`src/utf8v_pkg.sv`:
```
// shared types and constants of the strict utf-8 string checker
`default_nettype none

package utf8v_pkg;

    localparam int unsigned MAX_BYTES_W = 16;
    localparam int unsigned COUNT_W     = 17;
    localparam int unsigned ACC_W       = 21;
    localparam int unsigned PEND_W      = 2;
    localparam int unsigned SEQW_W      = 3;

    localparam logic [COUNT_W-1:0]     COUNT_MAX       = 17'h1FFFF;
    localparam logic [MAX_BYTES_W-1:0] MAX_BYTES_RESET = 16'd255;

    localparam logic [7:0] ASCII_TOP      = 8'h80;
    localparam logic [7:0] ASCII_CTRL_LIM = 8'h20;
    localparam logic [7:0] ASCII_DEL      = 8'h7F;
    localparam logic [7:0] LEAD2_MIN      = 8'hC2;
    localparam logic [7:0] LEAD2_MAX      = 8'hDF;
    localparam logic [7:0] LEAD3_MIN      = 8'hE0;
    localparam logic [7:0] LEAD3_MAX      = 8'hEF;
    localparam logic [7:0] LEAD4_MIN      = 8'hF0;
    localparam logic [7:0] LEAD4_MAX      = 8'hF4;

    localparam logic [ACC_W-1:0] CP_MAX       = 21'h10FFFF;
    localparam logic [ACC_W-1:0] SURR_MIN     = 21'h00D800;
    localparam logic [ACC_W-1:0] SURR_MAX     = 21'h00DFFF;
    localparam logic [ACC_W-1:0] NONCHAR_FFFE = 21'h00FFFE;
    localparam logic [ACC_W-1:0] NONCHAR_FFFF = 21'h00FFFF;
    localparam logic [ACC_W-1:0] MIN_CP2      = 21'h000080;
    localparam logic [ACC_W-1:0] MIN_CP3      = 21'h000800;
    localparam logic [ACC_W-1:0] MIN_CP4      = 21'h010000;

    localparam logic [SEQW_W-1:0] SEQ_NONE = 3'd0;
    localparam logic [SEQW_W-1:0] SEQ_TWO  = 3'd2;
    localparam logic [SEQW_W-1:0] SEQ_THREE = 3'd3;
    localparam logic [SEQW_W-1:0] SEQ_FOUR = 3'd4;

    localparam logic [1:0] CONT_TAG = 2'b10;

    typedef struct packed {
        logic [7:0] data_byte;
        logic       end_of_string;
    } t_word;

    typedef struct packed {
        logic valid;
        logic valid_res;
    } t_res;

endpackage

`default_nettype wire

```
`src/utf8v_in_stage.sv`:
```
// input register of the byte stream
`default_nettype none

module utf8v_in_stage (
    input  wire                 i_clk,
    input  wire                 i_rst_n,
    input  wire                 s_axis_tvalid,
    output logic                s_axis_tready,
    input  wire  [7:0]          i_data_byte,
    input  wire                 i_end_of_string,
    input  wire                 i_take,
    output logic                o_valid,
    output utf8v_pkg::t_word    o_word
);

    logic             r_valid;
    utf8v_pkg::t_word r_word;

    assign s_axis_tready = !r_valid || i_take;
    assign o_valid       = r_valid;
    assign o_word        = r_word;

    always_ff @(posedge i_clk) begin
        if (!i_rst_n) begin
            r_valid <= 1'b0;
        end else if (s_axis_tready) begin
            r_valid <= s_axis_tvalid;
        end
    end

    always_ff @(posedge i_clk) begin
        if (s_axis_tvalid && s_axis_tready) begin
            r_word.data_byte     <= i_data_byte;
            r_word.end_of_string <= i_end_of_string;
        end
    end

endmodule

`default_nettype wire

```
`src/utf8v_core.sv`:
```
// running decode state, length check and verdict logic
`default_nettype none

module utf8v_core (
    input  wire                                    i_clk,
    input  wire                                    i_rst_n,
    input  wire                                    i_cfg_wr_en,
    input  wire  [utf8v_pkg::MAX_BYTES_W-1:0]      i_cfg_wr_data,
    input  wire                                    i_valid,
    input  utf8v_pkg::t_word                       i_word,
    input  wire                                    i_out_free,
    output logic                                   o_take,
    output utf8v_pkg::t_res                        o_res
);

    logic [utf8v_pkg::MAX_BYTES_W-1:0] r_max_bytes;
    logic [utf8v_pkg::PEND_W-1:0]      r_pend, n_pend;
    logic [utf8v_pkg::SEQW_W-1:0]      r_width, n_width;
    logic [utf8v_pkg::ACC_W-1:0]       r_acc, n_acc;
    logic                              r_err, n_err;
    logic [utf8v_pkg::COUNT_W-1:0]     r_count, n_count;

    logic [7:0]                        b;
    logic [utf8v_pkg::ACC_W-1:0]       acc_shift;
    logic [utf8v_pkg::PEND_W-1:0]      pend_dec;
    logic                              verdict;

    function automatic logic scalar_ok(
        input logic [utf8v_pkg::ACC_W-1:0]  cp,
        input logic [utf8v_pkg::SEQW_W-1:0] width
    );
        logic ok;
        ok = 1'b1;
        if (width == utf8v_pkg::SEQ_TWO && cp < utf8v_pkg::MIN_CP2) ok = 1'b0;
        if (width == utf8v_pkg::SEQ_THREE && cp < utf8v_pkg::MIN_CP3) ok = 1'b0;
        if (width == utf8v_pkg::SEQ_FOUR && cp < utf8v_pkg::MIN_CP4) ok = 1'b0;
        if (cp > utf8v_pkg::CP_MAX) ok = 1'b0;
        if (cp >= utf8v_pkg::SURR_MIN && cp <= utf8v_pkg::SURR_MAX) ok = 1'b0;
        if (cp == utf8v_pkg::NONCHAR_FFFE || cp == utf8v_pkg::NONCHAR_FFFF) ok = 1'b0;
        return ok;
    endfunction

    assign o_take = i_valid && (!i_word.end_of_string || i_out_free);
    assign b      = i_word.data_byte;

    always_comb begin
        n_pend    = r_pend;
        n_width   = r_width;
        n_acc     = r_acc;
        n_count   = (r_count == utf8v_pkg::COUNT_MAX) ? r_count
                                                      : r_count + 17'd1;
        n_err     = r_err | (n_count > {1'b0, r_max_bytes});
        acc_shift = {r_acc[utf8v_pkg::ACC_W-7:0], b[5:0]};
        pend_dec  = r_pend - 2'd1;

        if (!n_err) begin
            if (r_pend == 2'd0) begin
                priority if (b < utf8v_pkg::ASCII_TOP) begin
                    if (b < utf8v_pkg::ASCII_CTRL_LIM || b == utf8v_pkg::ASCII_DEL) begin
                        n_err = 1'b1;
                    end
                end else if (b >= utf8v_pkg::LEAD2_MIN && b <= utf8v_pkg::LEAD2_MAX) begin
                    n_acc   = {16'd0, b[4:0]};
                    n_width = utf8v_pkg::SEQ_TWO;
                    n_pend  = 2'd1;
                end else if (b >= utf8v_pkg::LEAD3_MIN && b <= utf8v_pkg::LEAD3_MAX) begin
                    n_acc   = {17'd0, b[3:0]};
                    n_width = utf8v_pkg::SEQ_THREE;
                    n_pend  = 2'd2;
                end else if (b >= utf8v_pkg::LEAD4_MIN && b <= utf8v_pkg::LEAD4_MAX) begin
                    n_acc   = {18'd0, b[2:0]};
                    n_width = utf8v_pkg::SEQ_FOUR;
                    n_pend  = 2'd3;
                end else begin
                    n_err = 1'b1;
                end
            end else if (b[7:6] != utf8v_pkg::CONT_TAG) begin
                n_err  = 1'b1;
                n_pend = 2'd0;
            end else begin
                n_acc  = acc_shift;
                n_pend = pend_dec;
                if (pend_dec == 2'd0) begin
                    if (!scalar_ok(acc_shift, r_width)) n_err = 1'b1;
                    n_width = utf8v_pkg::SEQ_NONE;
                    n_acc   = '0;
                end
            end
        end

        verdict = !n_err && (n_pend == 2'd0);

        if (i_word.end_of_string) begin
            n_pend  = '0;
            n_width = utf8v_pkg::SEQ_NONE;
            n_acc   = '0;
            n_err   = 1'b0;
            n_count = '0;
        end
    end

    assign o_res.valid     = o_take && i_word.end_of_string;
    assign o_res.valid_res = verdict;

    always_ff @(posedge i_clk) begin
        if (!i_rst_n) begin
            r_max_bytes <= utf8v_pkg::MAX_BYTES_RESET;
            r_pend      <= '0;
            r_width     <= utf8v_pkg::SEQ_NONE;
            r_acc       <= '0;
            r_err       <= 1'b0;
            r_count     <= '0;
        end else begin
            if (i_cfg_wr_en) r_max_bytes <= i_cfg_wr_data;
            if (o_take) begin
                r_pend  <= n_pend;
                r_width <= n_width;
                r_acc   <= n_acc;
                r_err   <= n_err;
                r_count <= n_count;
            end
        end
    end

    a_pend_in_seq: assert property (@(posedge i_clk) disable iff (!i_rst_n)
        r_pend != 2'd0 |-> (r_width >= utf8v_pkg::SEQ_TWO && {1'b0, r_pend} < r_width))
        else $error("pending continuations outside sequence width");

    a_idle_clean: assert property (@(posedge i_clk) disable iff (!i_rst_n)
        (r_pend == 2'd0 && !r_err) |-> (r_width == utf8v_pkg::SEQ_NONE))
        else $error("sequence width left without pending bytes");

    a_clear_after_end: assert property (@(posedge i_clk) disable iff (!i_rst_n)
        (o_take && i_word.end_of_string) |=>
            (r_count == '0 && !r_err && r_pend == 2'd0 && r_acc == '0))
        else $error("string state not cleared after final byte");

    a_no_err_empty: assert property (@(posedge i_clk) disable iff (!i_rst_n)
        r_count == '0 |-> !r_err)
        else $error("error flag set with no bytes counted");

endmodule

`default_nettype wire

```
`src/utf8v_out_stage.sv`:
```
// result register towards the verdict stream
`default_nettype none

module utf8v_out_stage (
    input  wire                 i_clk,
    input  wire                 i_rst_n,
    input  utf8v_pkg::t_res     i_res,
    output logic                o_free,
    output logic                m_axis_tvalid,
    input  wire                 m_axis_tready,
    output logic [7:0]          m_axis_tdata
);

    logic r_valid;
    logic r_valid_res;

    assign o_free        = !r_valid || m_axis_tready;
    assign m_axis_tvalid = r_valid;
    assign m_axis_tdata  = {7'd0, r_valid_res};

    always_ff @(posedge i_clk) begin
        if (!i_rst_n) begin
            r_valid <= 1'b0;
        end else if (o_free) begin
            r_valid <= i_res.valid;
        end
    end

    always_ff @(posedge i_clk) begin
        if (o_free && i_res.valid) r_valid_res <= i_res.valid_res;
    end

endmodule

`default_nettype wire

```
`src/utf8_single_line_validator_top.sv`:
```
// a final byte's verdict word reaches m_axis through the input register, then the verdict register
// throughput: one byte per cycle; a final byte waits only while the verdict register is full and not read
// the ready path runs combinationally from m_axis_tready through the input register
// reset: synchronous active-low i_rst_n clears all string state and both stages
// reset: max_bytes returns to 255, a write to it is registered
`default_nettype none

module utf8_single_line_validator_top (
    input  wire         i_clk,
    input  wire         i_rst_n,
    input  wire         i_cfg_wr_en,
    input  wire  [15:0] i_cfg_wr_data,
    input  wire         s_axis_tvalid,
    output logic        s_axis_tready,
    input  wire  [7:0]  s_axis_tdata,   // [7:0] data_byte
    input  wire         s_axis_tlast,   // end_of_string
    output logic        m_axis_tvalid,
    input  wire         m_axis_tready,
    output logic [7:0]  m_axis_tdata    // [0] valid_res, [7:1] zero
);

    logic               word_valid;
    utf8v_pkg::t_word   word;
    logic               take;
    logic               out_free;
    utf8v_pkg::t_res    res;

    utf8v_in_stage u_in (
        .i_clk          (i_clk),
        .i_rst_n        (i_rst_n),
        .s_axis_tvalid  (s_axis_tvalid),
        .s_axis_tready  (s_axis_tready),
        .i_data_byte    (s_axis_tdata),
        .i_end_of_string(s_axis_tlast),
        .i_take         (take),
        .o_valid        (word_valid),
        .o_word         (word)
    );

    utf8v_core u_core (
        .i_clk          (i_clk),
        .i_rst_n        (i_rst_n),
        .i_cfg_wr_en    (i_cfg_wr_en),
        .i_cfg_wr_data  (i_cfg_wr_data),
        .i_valid        (word_valid),
        .i_word         (word),
        .i_out_free     (out_free),
        .o_take         (take),
        .o_res          (res)
    );

    utf8v_out_stage u_out (
        .i_clk          (i_clk),
        .i_rst_n        (i_rst_n),
        .i_res          (res),
        .o_free         (out_free),
        .m_axis_tvalid  (m_axis_tvalid),
        .m_axis_tready  (m_axis_tready),
        .m_axis_tdata   (m_axis_tdata)
    );

endmodule

`default_nettype wire

```
`config.mk`:
```
export PLATFORM = sky130hd
export DESIGN_NAME = utf8_single_line_validator_top
export DESIGN_NICKNAME = d
export VERILOG_FILES = /design/src/utf8v_pkg.sv /design/src/utf8v_in_stage.sv /design/src/utf8v_core.sv /design/src/utf8v_out_stage.sv /design/src/utf8_single_line_validator_top.sv
export SDC_FILE = /design/constraint.sdc
export NUM_CORES = 1
export LEC_CHECK = 0
export ABC_CLOCK_PERIOD_IN_PS = 8400
export BUFFER_PORTS_ARGS = -buffer_cell sky130_fd_sc_hd__buf_2
export CORE_MARGIN = 3
export CORE_UTILIZATION = 40
export CTS_CLUSTER_DIAMETER = 30
export DETAILED_ROUTE_END_ITERATION = 16
export PLACE_DENSITY = 0.66
export SYNTH_ARGS = -nofsm -noshare
export SYNTH_HDL_FRONTEND = slang
export SYNTH_SLANG_ARGS = --single-unit
export TNS_END_PERCENT = 30
```
`constraint.sdc`:
```
create_clock -name i_clk -period 8.4 [get_ports i_clk]
set_input_delay 1.68 -clock i_clk [delete_from_list [all_inputs] [get_ports i_clk]]
set_output_delay 1.68 -clock i_clk [all_outputs]
set_load 0.02 [all_outputs]
```
==> flow_summary.toml <==
[cells_and_area]
num_antenna_cells = 0
fin_nets = 506
synthToLayoutAreaGrowth_pct = 10.2
drive_gt1_share_pct = 16.9

[placed_design]
io_buffer_count = 32
gp_congestion = 0.836
dp_hpwl_um = 5770
dpl_worst_slack_ps = 4440

[floorplanning]
start_util_pct = 42.5
fp.dieH_um = 104
num_io_pins = 40
std_cell_rows = 34
dieArea_mm2 = 0.0107
core-area_mm2 = 0.00898
die_w_um = 104

[worst_setup_path]
crit_arrival_ps = 2290
critPathKind = "input port to output port"
cp-start-kind = "input port"
cp.required_ps = 6720
crit_fanout = 3
end_kind = "output port"

[detailed_routing]
first_iter_violations = 149
ant_nets = 0
dr.pass1.iters = 4
vias = 3144
routed_wl_um = 7890
drt_drc_violations_left = 0
wire_per_inst_um = 13.4
viasPerCell = 5.35

[power]
power_leakage_nw = 1.65
ir_worst_vdd_v = 0.0000783
p_per_area_mw_per_mm2 = 167

[global_routing]
track_usage_pct = 14.9
groute.layer.met2.usage_pct = 23.1
antenna_found_initial = 0
grt_use_met1_pct = 20.3
busiest_layer = "met2"
grt_pass1_wl_um = 13500
gr-total-overflow = 0
use_met3_pct = 2.36
first_global_vias = 2968
grt_max_degree = 44

[clock_tree]
worstSkewPairLatency_ps = 340
post_cts_buffers = 0
clockBufferDepth = 2
cts_resized = 0
clk_pin_slew_worst_paths_ps = 70
cts.sinks = 66
htree_levels = 3
cts-root-buf = "clkbuf_8"
ctsHoldBuffers = 0
cts_tree = "built"
numCtsBuffers = 9

[logic_synthesis]
synth_cell_types = 68
syn_inst = 436
ys_ff_latch = 66
synth_area_mm2 = 0.00381
ys_seq_area_share_pct = 37.3
synthFlopType = "dfxtp_1"
synth_area_per_cell_um2 = 8.74
ys_async_sr_fraction_pct = 0
synth_enable_flop_cells = 10
yosys_warnings = 0

[min_path]
min_path_type = "register to register"

[timing]
fin_tns_setup_ps = 0
fmax_mhz = 252
period_share_pct = 47.2
hold_viol_final = 0
worst_slack_ps = 4430
finClkSkew_ps = 6.59
min_period_ps = 3970
slew_violations = 0
tightestPinTransition_ps = 1250
max_slew_margin_pct = 15.8
setup_viol = 0
rsz0062_at_grt = "no"

[outcome]
status = "completed"

[flow_run]
cap_violations = 0
==> synthesized netlist by cell type, types with 2 or more instances <==
library cell | number | area share (%)
dfxtp_1 | 56 | 29
nand3_1 | 35 | 4.6
a21oi_1 | 20 | 2.6
nor2_1 | 32 | 3.2
and4_1 | 4 | 0.92
xor2_1 | 3 | 0.69
nand2b_1 | 2 | 0.33
buf_1 | 2 | 0.20
o21ai_1 | 7 | 0.92
buf_6 | 5 | 1.5
o31ai_1 | 9 | 1.8
or3_1 | 2 | 0.33
nor3_1 | 10 | 1.3
nor4_1 | 2 | 0.33
clkbuf_1 | 12 | 1.2
o211a_1 | 2 | 0.53
a41oi_1 | 2 | 0.46
or3b_2 | 2 | 0.46
and4_4 | 2 | 0.59
a211oi_1 | 3 | 0.59
a31oi_1 | 9 | 1.5
nand2_1 | 39 | 3.8
inv_1 | 21 | 2.1
buf_4 | 9 | 1.8
and2_1 | 3 | 0.49
mux2i_1 | 9 | 2.4
ha_1 | 19 | 6.2
o211ai_1 | 8 | 1.6
nand3_2 | 5 | 1.3
xnor2_1 | 12 | 2.8
edfxtp_1 | 10 | 7.9
nor2b_1 | 5 | 0.82
and3_1 | 2 | 0.33
nand4_1 | 9 | 1.5
o21ai_0 | 21 | 2.8
a22oi_1 | 2 | 0.39
o21ai_2 | 10 | 2.3
==> cells in the final DEF (no fill, tap or decap), types with 3 or more instances in the layout <==
master / n
edfxtp_1: 10
nand4_1: 9
xnor2_1: 12
nor2_1: 32
o21ai_2: 10
o31ai_1: 9
clkbuf_1: 3
a211oi_1: 3
mux2i_1: 9
nor3_1: 10
o21ai_0: 21
and2_1: 3
buf_2: 32
o211ai_1: 8
nand3_1: 35
nand3_2: 5
nand2_1: 39
conb_1: 7
nor2b_1: 5
a31oi_1: 9
o21ai_1: 7
clkbuf_8: 11
inv_1: 21
ha_1: 19
xor2_1: 3
a21oi_1: 20
and4_1: 4
dfxtp_1: 56
==> worst max-delay path: stages <==
cell and delay, ps:
buf_2 100, nor2b_1 200, nand3_1 120, buf_2 190
==> per-layer routing <==
layer,up-vias,part of all wire (%)
li1,1616,-
met1,1448,49
met2,67,45
met3,13,4.5
met4,0,1.6
met5,-,0
==> path summary, 6_finish.rpt <==
path | start | end | slack (ps) | depth (start not counted)
worst min-delay path | u_core.r_acc[13]$_SDFFE_PN0P_ | u_core.r_acc[13]$_SDFFE_PN0P_ | 450 | 2
worst max register to register | u_core.r_count[6]$_SDFFE_PN0P_ | u_core.r_width[1]$_SDFFE_PN0P_ | 4470 | 13
worst max-delay path | m_axis_tready | s_axis_tready | 4430 | 4
worst min register to register | u_core.r_acc[13]$_SDFFE_PN0P_ | u_core.r_acc[13]$_SDFFE_PN0P_ | 450 | 2
==> stage by stage <==
stage	std cells	util (%)	instance area [um2]	hold WS [ps]	total power [mW]
after floorplan	442	-	3830	432	0.393
after global placement	572	44.3	3980	439	0.405
after detailed placement	572	44.3	3980	445	0.406
after CTS	588	46.8	4200	457	0.707
after global routing	588	46.8	4200	482	0.728
final	588	46.8	4200	454	0.702
==> registers in the layout (all words and copies together), names as in the netlist <==
signal and cells:
u_core.r_count 17, u_in.o_valid 1, u_core.r_pend 2, u_out.m_axis_tvalid 1, u_core.r_width 3, u_out.r_valid_res 1, u_core.r_acc 15, u_core.r_err 1
u_in.o_word 9, u_core.r_max_bytes 16
==> cells by family after synthesis <==
family	count (synthesis)	share of synthesized area (%)
mux	10	2.66
compound gates	109	20.3
xor+xnor	15	3.45
buf+inv	51	6.93
flops	66	37.3
simple gates	165	23.1
other cells	1	0.0984
fa+ha+maj	19	6.24
==> area by class of cell <==
cell class                      count  area, um2
Multi-Input combinational cell    325       2150
Timing Repair Buffer               33        168
Clock buffer                       14        163
Tap cell                          126        158
Sequential cell                    66       1420
Clock inverter                      2       60.1
Fill cell                         889       4780
Inverter                           22       82.6
==> power breakdown <==
part / switching, mW / internal (mW) / total [mW]
Sequential: 0.00787 / 0.330 / 0.338
Combinational: 0.0399 / 0.0220 / 0.0619
Clock: 0.118 / 0.184 / 0.302
Note: power is estimated with default switching activity, not from simulation.
